`config.mk`:
```
export PLATFORM = sky130hd
export DESIGN_NAME = custom_base_integer_parser_top
export DESIGN_NICKNAME = d
export VERILOG_FILES = /design/src/rtl/core/cbip_pkg.sv /design/src/rtl/core/cbip_alphabet_check.sv /design/src/rtl/core/cbip_digit_lookup.sv /design/src/rtl/core/custom_base_integer_parser_top.sv
export SDC_FILE = /design/constraint.sdc
export NUM_CORES = 2
export LEC_CHECK = 0
export BUFFER_PORTS_ARGS = -buffer_cell sky130_fd_sc_hd__buf_2
export CELL_PAD_IN_SITES_DETAIL_PLACEMENT = 2
export CELL_PAD_IN_SITES_GLOBAL_PLACEMENT = 2
export CORE_MARGIN = 2
export CORE_UTILIZATION = 24
export DETAILED_ROUTE_END_ITERATION = 10
export MAX_ROUTING_LAYER = met4
export PLACE_DENSITY = 0.62
export SETUP_SLACK_MARGIN = 0.02
export SLEW_MARGIN = 20
export SYNTH_ARGS = -nofsm -noshare
export SYNTH_HDL_FRONTEND = slang
export SYNTH_HIERARCHICAL = 1
export SYNTH_SLANG_ARGS = --single-unit
```
`constraint.sdc`:
```
create_clock -name clock -period 7.45 [get_ports clock]
set_input_delay 1.49 -clock clock [delete_from_list [all_inputs] [get_ports clock]]
set_output_delay 1.49 -clock clock [all_outputs]
set_load 0.02 [all_outputs]
```
`src/rtl/core/cbip_pkg.sv`:
```
// Shared types, constants and character helpers for the custom base integer parser.
package cbip_pkg;

   localparam int CHAR_BITS       = 8;
   localparam int ALPHA_SLOTS     = 16;
   localparam int HALF_SLOTS      = 8;
   localparam int RADIX_BITS      = 5;
   localparam int CSR_DATA_BITS   = 64;
   localparam int CSR_INDEX_BITS  = 2;
   localparam int RESULT_BITS     = 32;
   localparam int DEF_MAX_DIGITS  = 16;
   localparam int DEF_VALUE_BITS  = 32;

   // Register indexes on the configuration port.
   localparam logic [CSR_INDEX_BITS-1:0] CSR_DIGITS_LOW   = 2'd0;
   localparam logic [CSR_INDEX_BITS-1:0] CSR_DIGITS_HIGH  = 2'd1;
   localparam logic [CSR_INDEX_BITS-1:0] CSR_RADIX_LENGTH = 2'd2;

   // Character codes.
   localparam logic [CHAR_BITS-1:0] CH_NUL   = 8'h00;
   localparam logic [CHAR_BITS-1:0] CH_SPACE = 8'h20;
   localparam logic [CHAR_BITS-1:0] CH_LF    = 8'h0A;
   localparam logic [CHAR_BITS-1:0] CH_TAB   = 8'h09;
   localparam logic [CHAR_BITS-1:0] CH_VT    = 8'h0B;
   localparam logic [CHAR_BITS-1:0] CH_FF    = 8'h0C;
   localparam logic [CHAR_BITS-1:0] CH_CR    = 8'h0D;
   localparam logic [CHAR_BITS-1:0] CH_PLUS  = 8'h2B;
   localparam logic [CHAR_BITS-1:0] CH_MINUS = 8'h2D;

   typedef logic [ALPHA_SLOTS-1:0][CHAR_BITS-1:0] alphabet_type;

   function automatic logic is_blank(input logic [CHAR_BITS-1:0] c);
      return (c == CH_SPACE) || (c == CH_LF) || (c == CH_TAB) ||
             (c == CH_VT) || (c == CH_FF) || (c == CH_CR);
   endfunction

   function automatic logic is_sign(input logic [CHAR_BITS-1:0] c);
      return (c == CH_PLUS) || (c == CH_MINUS);
   endfunction

endpackage

```
`src/rtl/core/cbip_alphabet_check.sv`:
```
// Validity check of the configured digit alphabet.
module cbip_alphabet_check #(
   parameter int MAX_DIGITS = cbip_pkg::DEF_MAX_DIGITS
) (
   input  cbip_pkg::alphabet_type                alphabet,
   input  logic [cbip_pkg::RADIX_BITS-1:0]       radix,
   output logic                                  alphabet_ok
);

   // The alphabet is good when its length is in range and every character in
   // use is nonzero, not a sign or blank, and appears only once.
   always_comb begin
      alphabet_ok = (radix >= 5'd2) && (radix <= cbip_pkg::RADIX_BITS'(MAX_DIGITS));
      for (int i = 0; i < MAX_DIGITS; i++) begin
         if (cbip_pkg::RADIX_BITS'(i) < radix) begin
            if (alphabet[i] == cbip_pkg::CH_NUL || cbip_pkg::is_sign(alphabet[i]) ||
                cbip_pkg::is_blank(alphabet[i])) begin
               alphabet_ok = 1'b0;
            end
            for (int j = i + 1; j < MAX_DIGITS; j++) begin
               if (cbip_pkg::RADIX_BITS'(j) < radix && alphabet[j] == alphabet[i]) begin
                  alphabet_ok = 1'b0;
               end
            end
         end
      end
   end

endmodule

```
`src/rtl/core/cbip_digit_lookup.sv`:
```
// Parallel match of one character against the alphabet, lowest position wins.
module cbip_digit_lookup #(
   parameter int MAX_DIGITS = cbip_pkg::DEF_MAX_DIGITS,
   parameter int IDX_BITS   = $clog2(MAX_DIGITS)
) (
   input  cbip_pkg::alphabet_type                alphabet,
   input  logic [cbip_pkg::RADIX_BITS-1:0]       radix,
   input  logic [cbip_pkg::CHAR_BITS-1:0]        char_code,
   output logic                                  digit_hit,
   output logic [IDX_BITS-1:0]                   digit_index
);

   logic [MAX_DIGITS-1:0] match;

   always_comb begin
      for (int k = 0; k < MAX_DIGITS; k++) begin
         match[k] = (cbip_pkg::RADIX_BITS'(k) < radix) && (alphabet[k] == char_code);
      end
   end

   // A zero byte is never a digit. Scanning downward leaves the lowest match.
   always_comb begin
      digit_hit   = (char_code != cbip_pkg::CH_NUL) && (|match);
      digit_index = '0;
      for (int k = MAX_DIGITS - 1; k >= 0; k--) begin
         if (match[k]) begin
            digit_index = IDX_BITS'(k);
         end
      end
   end

endmodule

```
`src/rtl/core/custom_base_integer_parser_top.sv`:
```
// Top level of the custom base integer parser: handshakes, parse state and result register.
//
// Usage: a string is sent on the req_ channel one character per word, and a
// word with req_terminator set closes it. Only the terminator word yields a
// result word on the rsp_ channel: the signed value in rsp_parsed_value and
// rsp_alphabet_invalid, which is set (with a zero value) when the configured
// alphabet is unusable. The user must write the alphabet and radix over the csr_
// channel (always ready) only while no string is in flight; the block does not enforce it.
//
// Throughput is one word per cycle while no blocked terminator holds the input
// register. A word taken sits in the input register and is then folded into
// the parse state; a terminator's result goes from the input register into the
// result register, which drives rsp_valid. The cycle is set by the accumulator
// update: a VALUE_BITS by 5 bit multiply-add behind the 16-way parallel digit
// match.
//
// Reset clears the parse state, the alphabet registers and both valid flags.
// When the receiver stalls, the result stays in the output register; ordinary
// characters keep flowing in, and only a second terminator waits in the input
// register until the pending result is taken.
module custom_base_integer_parser_top #(
   parameter int MAX_DIGITS = cbip_pkg::DEF_MAX_DIGITS,
   parameter int VALUE_BITS = cbip_pkg::DEF_VALUE_BITS
) (
   input  logic                                     clock,
   input  logic                                     reset,
   // Input character channel.
   input  logic                                     req_valid,
   output logic                                     req_ready,
   input  logic [cbip_pkg::CHAR_BITS-1:0]           req_char_code,
   input  logic                                     req_terminator,
   // Result channel.
   output logic                                     rsp_valid,
   input  logic                                     rsp_ready,
   output logic signed [cbip_pkg::RESULT_BITS-1:0]  rsp_parsed_value,
   output logic                                     rsp_alphabet_invalid,
   // Configuration write channel.
   input  logic                                     csr_valid,
   output logic                                     csr_ready,
   input  logic [cbip_pkg::CSR_INDEX_BITS-1:0]      csr_index,
   input  logic [cbip_pkg::CSR_DATA_BITS-1:0]       csr_data
);

   localparam int IDX_BITS = $clog2(MAX_DIGITS);

   // Parse phase codes.
   localparam logic [1:0] PH_SPACE = 2'd0;
   localparam logic [1:0] PH_SIGN  = 2'd1;
   localparam logic [1:0] PH_DIGIT = 2'd2;
   localparam logic [1:0] PH_DONE  = 2'd3;

   // Configuration registers.
   logic [cbip_pkg::CSR_DATA_BITS-1:0] digits_low_ff;
   logic [cbip_pkg::CSR_DATA_BITS-1:0] digits_high_ff;
   logic [cbip_pkg::RADIX_BITS-1:0]    radix_ff;
   cbip_pkg::alphabet_type             alphabet;

   // Input register.
   logic                               in_valid_ff;
   logic [cbip_pkg::CHAR_BITS-1:0]     in_char_ff;
   logic                               in_term_ff;
   logic                               stage_go;

   // Parse state.
   logic [1:0]                         phase_ff, phase_in;
   logic                               neg_ff, neg_in;
   logic [VALUE_BITS-1:0]              acc_ff, acc_in;

   // Result register.
   logic                               out_valid_ff;
   logic [cbip_pkg::RESULT_BITS-1:0]   out_value_ff, out_value_in;
   logic                               out_invalid_ff;

   logic                               alphabet_ok;
   logic                               digit_hit;
   logic [IDX_BITS-1:0]                digit_index;
   logic [VALUE_BITS-1:0]              acc_step;
   logic [VALUE_BITS-1:0]              value_signed;
   logic [cbip_pkg::RESULT_BITS-1:0]   value_fit;

   // ---------------------------------------------------------------------
   // Configuration port. Writes to an index beyond the register list are
   // accepted and dropped.
   // ---------------------------------------------------------------------
   assign csr_ready = 1'b1;

   always_ff @(posedge clock) begin
      if (reset) begin
         digits_low_ff  <= '0;
         digits_high_ff <= '0;
         radix_ff       <= '0;
      end else if (csr_valid) begin
         unique case (csr_index)
            cbip_pkg::CSR_DIGITS_LOW:   digits_low_ff  <= csr_data;
            cbip_pkg::CSR_DIGITS_HIGH:  digits_high_ff <= csr_data;
            cbip_pkg::CSR_RADIX_LENGTH: radix_ff       <= csr_data[cbip_pkg::RADIX_BITS-1:0];
            default: begin
            end
         endcase
      end
   end

   // Characters 0 to 7 come from the low register, 8 to 15 from the high one.
   always_comb begin
      for (int k = 0; k < cbip_pkg::HALF_SLOTS; k++) begin
         alphabet[k] = digits_low_ff[k*cbip_pkg::CHAR_BITS +: cbip_pkg::CHAR_BITS];
         alphabet[k + cbip_pkg::HALF_SLOTS] =
            digits_high_ff[k*cbip_pkg::CHAR_BITS +: cbip_pkg::CHAR_BITS];
      end
   end

   cbip_alphabet_check #(
      .MAX_DIGITS (MAX_DIGITS)
   ) u_check (
      .alphabet    (alphabet),
      .radix       (radix_ff),
      .alphabet_ok (alphabet_ok)
   );

   cbip_digit_lookup #(
      .MAX_DIGITS (MAX_DIGITS),
      .IDX_BITS   (IDX_BITS)
   ) u_lookup (
      .alphabet    (alphabet),
      .radix       (radix_ff),
      .char_code   (in_char_ff),
      .digit_hit   (digit_hit),
      .digit_index (digit_index)
   );

   // ---------------------------------------------------------------------
   // Input register. A character word always moves on; a terminator moves
   // on only when the result register is free or being emptied.
   // ---------------------------------------------------------------------
   assign stage_go  = in_valid_ff && (!in_term_ff || !out_valid_ff || rsp_ready);
   assign req_ready = !in_valid_ff || stage_go;

   always_ff @(posedge clock) begin
      if (reset) begin
         in_valid_ff <= 1'b0;
      end else if (req_ready) begin
         in_valid_ff <= req_valid;
      end
   end

   always_ff @(posedge clock) begin
      if (req_valid && req_ready) begin
         in_char_ff <= req_char_code;
         in_term_ff <= req_terminator;
      end
   end

   // ---------------------------------------------------------------------
   // Parse state. The accumulator wraps at VALUE_BITS; the multiply uses the
   // raw radix register even when it exceeds the alphabet size, since such
   // an alphabet reports as invalid anyway.
   // ---------------------------------------------------------------------
   assign acc_step = acc_ff * {{(VALUE_BITS-cbip_pkg::RADIX_BITS){1'b0}}, radix_ff}
                   + {{(VALUE_BITS-IDX_BITS){1'b0}}, digit_index};

   always_comb begin
      phase_in = phase_ff;
      neg_in   = neg_ff;
      acc_in   = acc_ff;
      if (stage_go) begin
         if (in_term_ff) begin
            phase_in = PH_SPACE;
            neg_in   = 1'b0;
            acc_in   = '0;
         end else begin
            unique case (phase_ff) inside
               PH_SPACE, PH_SIGN: begin
                  if (phase_ff == PH_SPACE && cbip_pkg::is_blank(in_char_ff)) begin
                     phase_in = PH_SPACE;
                  end else if (cbip_pkg::is_sign(in_char_ff)) begin
                     phase_in = PH_SIGN;
                     neg_in   = neg_ff ^ (in_char_ff == cbip_pkg::CH_MINUS);
                  end else if (digit_hit) begin
                     phase_in = PH_DIGIT;
                     acc_in   = acc_step;
                  end else begin
                     phase_in = PH_DONE;
                  end
               end
               PH_DIGIT: begin
                  if (digit_hit) begin
                     acc_in = acc_step;
                  end else begin
                     phase_in = PH_DONE;
                  end
               end
               PH_DONE: begin
                  phase_in = PH_DONE;
               end
            endcase
         end
      end
   end

   always_ff @(posedge clock) begin
      if (reset) begin
         phase_ff <= PH_SPACE;
         neg_ff   <= 1'b0;
         acc_ff   <= '0;
      end else begin
         phase_ff <= phase_in;
         neg_ff   <= neg_in;
         acc_ff   <= acc_in;
      end
   end

   // ---------------------------------------------------------------------
   // Result formation: apply the sign, then fit the VALUE_BITS word to the
   // 32-bit port by sign extension or truncation.
   // ---------------------------------------------------------------------
   assign value_signed = neg_ff ? (~acc_ff + VALUE_BITS'(1)) : acc_ff;

   generate
      if (VALUE_BITS >= cbip_pkg::RESULT_BITS) begin : g_trunc
         assign value_fit = value_signed[cbip_pkg::RESULT_BITS-1:0];
      end else begin : g_extend
         assign value_fit = {{(cbip_pkg::RESULT_BITS-VALUE_BITS){value_signed[VALUE_BITS-1]}},
                             value_signed};
      end
   endgenerate

   assign out_value_in = alphabet_ok ? value_fit : '0;

   always_ff @(posedge clock) begin
      if (reset) begin
         out_valid_ff <= 1'b0;
      end else if (stage_go && in_term_ff) begin
         out_valid_ff <= 1'b1;
      end else if (rsp_ready) begin
         out_valid_ff <= 1'b0;
      end
   end

   always_ff @(posedge clock) begin
      if (stage_go && in_term_ff) begin
         out_value_ff   <= out_value_in;
         out_invalid_ff <= !alphabet_ok;
      end
   end

   assign rsp_valid            = out_valid_ff;
   assign rsp_parsed_value     = $signed(out_value_ff);
   assign rsp_alphabet_invalid = out_invalid_ff;

   // ---------------------------------------------------------------------
   // Assertions.
   // ---------------------------------------------------------------------

   // A character word never produces a result by itself.
   a_no_result_from_char: assert property (@(posedge clock) disable iff (reset)
      (!out_valid_ff && !(stage_go && in_term_ff)) |=> !out_valid_ff)
      else $error("result appeared without a terminator");

   // An invalid alphabet always reports a zero value.
   a_invalid_is_zero: assert property (@(posedge clock) disable iff (reset)
      (out_valid_ff && out_invalid_ff) |-> (out_value_ff == '0))
      else $error("invalid alphabet with nonzero value");

   // A terminator leaves the parse state cleared.
   a_term_clears: assert property (@(posedge clock) disable iff (reset)
      (stage_go && in_term_ff) |=> (phase_ff == PH_SPACE && !neg_ff && acc_ff == '0))
      else $error("parse state not cleared after terminator");

   // A blocked terminator stays in the input register.
   a_stage_holds: assert property (@(posedge clock) disable iff (reset)
      (in_valid_ff && !stage_go) |=> (in_valid_ff && in_term_ff && $stable(in_char_ff)))
      else $error("blocked word lost from input register");

endmodule
```
==> metrics.log <==
[metrics] run status: complete, no violations
[metrics] core footprint: 116,000 um2
[metrics] first-pass detailed-route iteration total: 5
[metrics] part of the total power dissipated in the clock network: 38.5%
[metrics] slowest cell on the critical path: edfxtp_1
[metrics] starting density of the core: 24.3%
[metrics] Post-Route WL: 143,000 um
[metrics] vias in the first global route: 28.3k
[metrics] power share of the combinational group: 28.7%
[metrics] count of different cell masters after synthesis: 85
[metrics] Syn Std Cell Area: 28,200 um2
[metrics] depth of the most critical reg-to-reg path: 23
[metrics] worst flop-to-flop path endpoint: acc_ff[30]$_SDFFE_PP0P_
[metrics] hold path cells: 2
[metrics] most frequent cells in the layout: xnor2_1 (875), nand2_1 (315), xor2_1 (293)
[metrics] synthesized net count: 3,785
[metrics] Die Y: 347 um
[metrics] Iteration-0 DRC Markers: 1,988
[metrics] hold_buf cts: 0
[metrics] crit start category: register
[metrics] Slew Limit Headroom: 32.8%
[metrics] Die ar.: 120,000 um2
[metrics] final setup violating endpoints: 0
[metrics] met2 routing resource usage after global routing: 39.6%
[metrics] met1 routing resource usage after global routing: 28.8%
[metrics] Power Internal: 2.51 mW
[metrics] leakage component of the power: 11.4 nW
[metrics] final count of hold timing violations: 0
[metrics] Antenna Violating Nets Remaining: 0
[metrics] Final nets: 3,706
[metrics] worst setup timing slack at the placement stage: 1090 ps
[metrics] I/O pin count: 116
[metrics] number of flops mapped to enable cells by yosys: 42
[metrics] arrival time at the worst endpoint: 6890 ps
[metrics] combined area of the multi-input logic cells: 21,000 um2
[metrics] fraction of power spent switching nets: 34.5%
[metrics] register share of total power: 32.8%
[metrics] async set-reset flop share out of synthesis: 0%
[metrics] Setup Skew: 16.2 ps
[metrics] via count normalized by instance count: 5.24
[metrics] Total Neg Setup Slack: 0 ps
[metrics] max-slew violation count: 0
[metrics] fmax: 156 MHz
[metrics] detail-routed net length per standard cell: 28.4 um
[metrics] floorplan die width: 347 um
[metrics] Syn. warnings: 6
[metrics] postcts setup bufs: 0
[metrics] Syn Inst Count: 3,556
[metrics] PortBufs: 114
[metrics] total DRC errors in the routed layout: 0
[metrics] Site Rows: 125
[metrics] clk_lat worst skew: 570 ps
[metrics] number of buffers created by CTS: 29
[metrics] power per cell area: 123 nW/um2
[metrics] pin count of the biggest net entering global routing: 84
[metrics] Slew @ Worst Pin: 1010 ps
[metrics] via count: 26.3k
[metrics] clock net sink count: 212
[metrics] met3 Track Usage GR: 2.74%
[metrics] Detailed Place HPWL: 94,000 um
[metrics] number of H-tree levels: 1
[metrics] mean post-synth cell area: 7.94 um2
[metrics] root buf cell: clkbuf_16
[metrics] total grt overflow: 0
[metrics] final clock period utilization by the worst path: 86.3%
[metrics] least setup slack across all paths after layout: 1020 ps
[metrics] P_sw: 1.32 mW
[metrics] fraction of final layout cells with drive strength greater than 1: 10.3%
[metrics] most frequent standard cell in the layout excluding fill and tap cells: xnor2_1
[metrics] clock tree from TritonCTS: yes
[metrics] setup repair after global routing missed its margin: no
[metrics] initial antenna violation count: 7
[metrics] Max stage delay on crit path: 830 ps
[metrics] Worst IR Drop VDD: 0.161 mV
[metrics] Crit Path Class: register to register
[metrics] setup slack, reg-to-reg: 1020 ps
[metrics] layout overhead on the synthesized area: 9.72%
[metrics] Critical Path RT: 7910 ps
[metrics] sequential cell area: 4670 um2
[metrics] hold crit path type: register to register
[metrics] number of maximum-capacitance constraint violations: 0
[metrics] first-pass GRT wire length: 206,000 um
[metrics] clock-pin slew on the worst setup and hold paths: 60 ps
[metrics] Critical Path, Cell by Cell: buf_4 > xnor2_1 > nand3_1 > nor4_1 > nand2b_1 > nor4b_1 > nor2b_1 > inv_1 > fa_1 > inv_1 > ha_1 > inv_1 > fa_1 > fa_1 > nor2b_1 > o211ai_1 > a31oi_1 > o31ai_1 > o2111ai_1 > nand2_1 > o21ai_0 > mux2i_1 > nand3_1
[metrics] GRT Max-Usage Layer: met2
[metrics] register bit total from synthesis: 212
[metrics] buffer levels on the longest clock path: 3
[metrics] total of cells resized after clock tree synthesis: 0
[metrics] critical register-to-register path startpoint: in_char_ff[1]$_DFFE_PP_
[metrics] weighted congestion at the end of routability-driven global placement: 0.922
[metrics] worst min-delay path startpoint: acc_ff[31]$_SDFFE_PP0P_
[metrics] top fanout value on the critical path: 14
[metrics] kind of capture point of the worst setup path: register
[metrics] overall routing resource usage: 23.8%
[metrics] part of the Yosys area used for sequential elements: 16.5%
[metrics] WHS Endpoint: acc_ff[31]$_SDFFE_PP0P_
[metrics] flip-flop cell with the highest count after synthesis: dfxtp_1
[metrics] Min Clock Period, post-route: 6430 ps
[metrics] number of filler cells placed in the layout: 13.6k
## layout make-up
class | count | area share (%)
inverter | 166 | 2.01
antenna | 4 | 0.0323
sequential | 212 | 15.1
tap | 1524 | 6.16
clock inverter | 10 | 0.428
timing repair buffer | 274 | 5.74
clock buffer | 41 | 2.75
multi-input combinational | 2794 | 67.8
## how the worst max path moves through the flow
stage | startpoint | to | slack, ps | cells after the start
3_5_place_dp | in_char_ff[1]$_DFFE_PP_ | acc_ff[30]$_SDFFE_PP0P_ | 1090 | 21
4_1_cts | in_char_ff[1]$_DFFE_PP_ | acc_ff[30]$_SDFFE_PP0P_ | 1040 | 22
5_1_grt | in_char_ff[1]$_DFFE_PP_ | acc_ff[30]$_SDFFE_PP0P_ | 520 | 23
2_1_floorplan | in_char_ff[3]$_DFFE_PP_ | acc_ff[30]$_SDFFE_PP0P_ | 2190 | 23
3_3_place_gp | in_char_ff[1]$_DFFE_PP_ | acc_ff[30]$_SDFFE_PP0P_ | 1120 | 21
6_report | in_char_ff[1]$_DFFE_PP_ | acc_ff[30]$_SDFFE_PP0P_ | 1020 | 23
## stage by stage
stage	cell area, um2	hold WS (ps)	instances	utilization [%]	total power, mW
6_report	31000	515	5025	26.6	3.82
3_5_place_dp	30000	516	4970	25.8	2.35
5_1_grt	31000	559	5025	26.6	3.96
2_1_floorplan	28200	454	3556	-	2.00
3_3_place_gp	30000	489	4970	25.8	2.33
4_1_cts	31000	524	5021	26.6	3.84
## critical path, delay by kind of cell, from the launching register on
family	cells	cell delay (ps)
multiplexers	1	270
buffers and inverters	4	530
XOR/XNOR	1	160
adder cells (fa/ha/maj)	4	1710
AO/OA/AOI/OAI	5	1400
AND/OR/NAND/NOR	8	1420
flip-flops	1	830
## power groups by stage
| stage | combinational, mW | sequential, mW | clock, mW |
|---|---|---|---|
| global route | 1.16 | 1.26 | 1.55 |
| global placement | 1.05 | 1.28 | 0 |
| CTS | 1.08 | 1.26 | 1.51 |
| floorplan | 0.743 | 1.26 | 0 |
| detailed placement | 1.07 | 1.28 | 0 |
| finish | 1.10 | 1.26 | 1.47 |
## cells by family after synthesis
group / after synthesis / synth area share (%)
AOI/OAI and AO/OA: 388 / 8.68
DFF: 212 / 16.5
other: 1 / 0.0133
and+or+nand+nor: 1081 / 20.2
buffers and inverters: 550 / 9.16
xor gates and xnor gates: 1168 / 36.2
adders and majority gates: 149 / 8.89
muxes: 7 / 0.248
## synth_stat cells (all sizes together), types with 9 or more instances
master  number  share of area [%]
buf        299                5.8
a211oi      11               0.31
a31oi       38               0.95
nor2       100                1.3
or4         13               0.36
o21ai       42               0.74
ha          63                2.8
edfxtp      42                4.5
a21oi      181                3.3
xor2       293                9.1
or3         13               0.34
a22oi       18               0.48
a21o        16               0.43
o31ai       14               0.47
nand4      213                4.7
clkbuf      85                1.1
nor2b        9               0.20
nor3       105                1.9
dfxtp      170                 12
a22o        11               0.34
xnor2      875                 27
o41ai        9               0.28
nand3       27               0.50
and2       141                3.1
inv        166                2.2
nand2b      20               0.44
fa          86                6.1
nand2      315                4.2
nor4        94                2.3
## per-layer routing
metal  wire length (um)  vias to the layer above
li1                   -                    11500
met3               8030                      298
met5                  0                        -
met2              68100                      915
met4               7300                        0
met1              59500                    13600
## sequential cells by signal (all words and copies together), names as in the netlist
| signal | cells |
|---|---|
| rsp_parsed_value | 32 |
| digits_low_ff | 64 |
| rsp_alphabet_invalid | 1 |
| acc_ff | 32 |
| in_term_ff | 1 |
| rsp_valid | 1 |
| in_char_ff | 8 |
| phase_ff | 2 |
| digits_high_ff | 64 |
| neg_ff | 1 |
| in_valid_ff | 1 |
| radix_ff | 5 |
(Power assumes the default switching activity.)
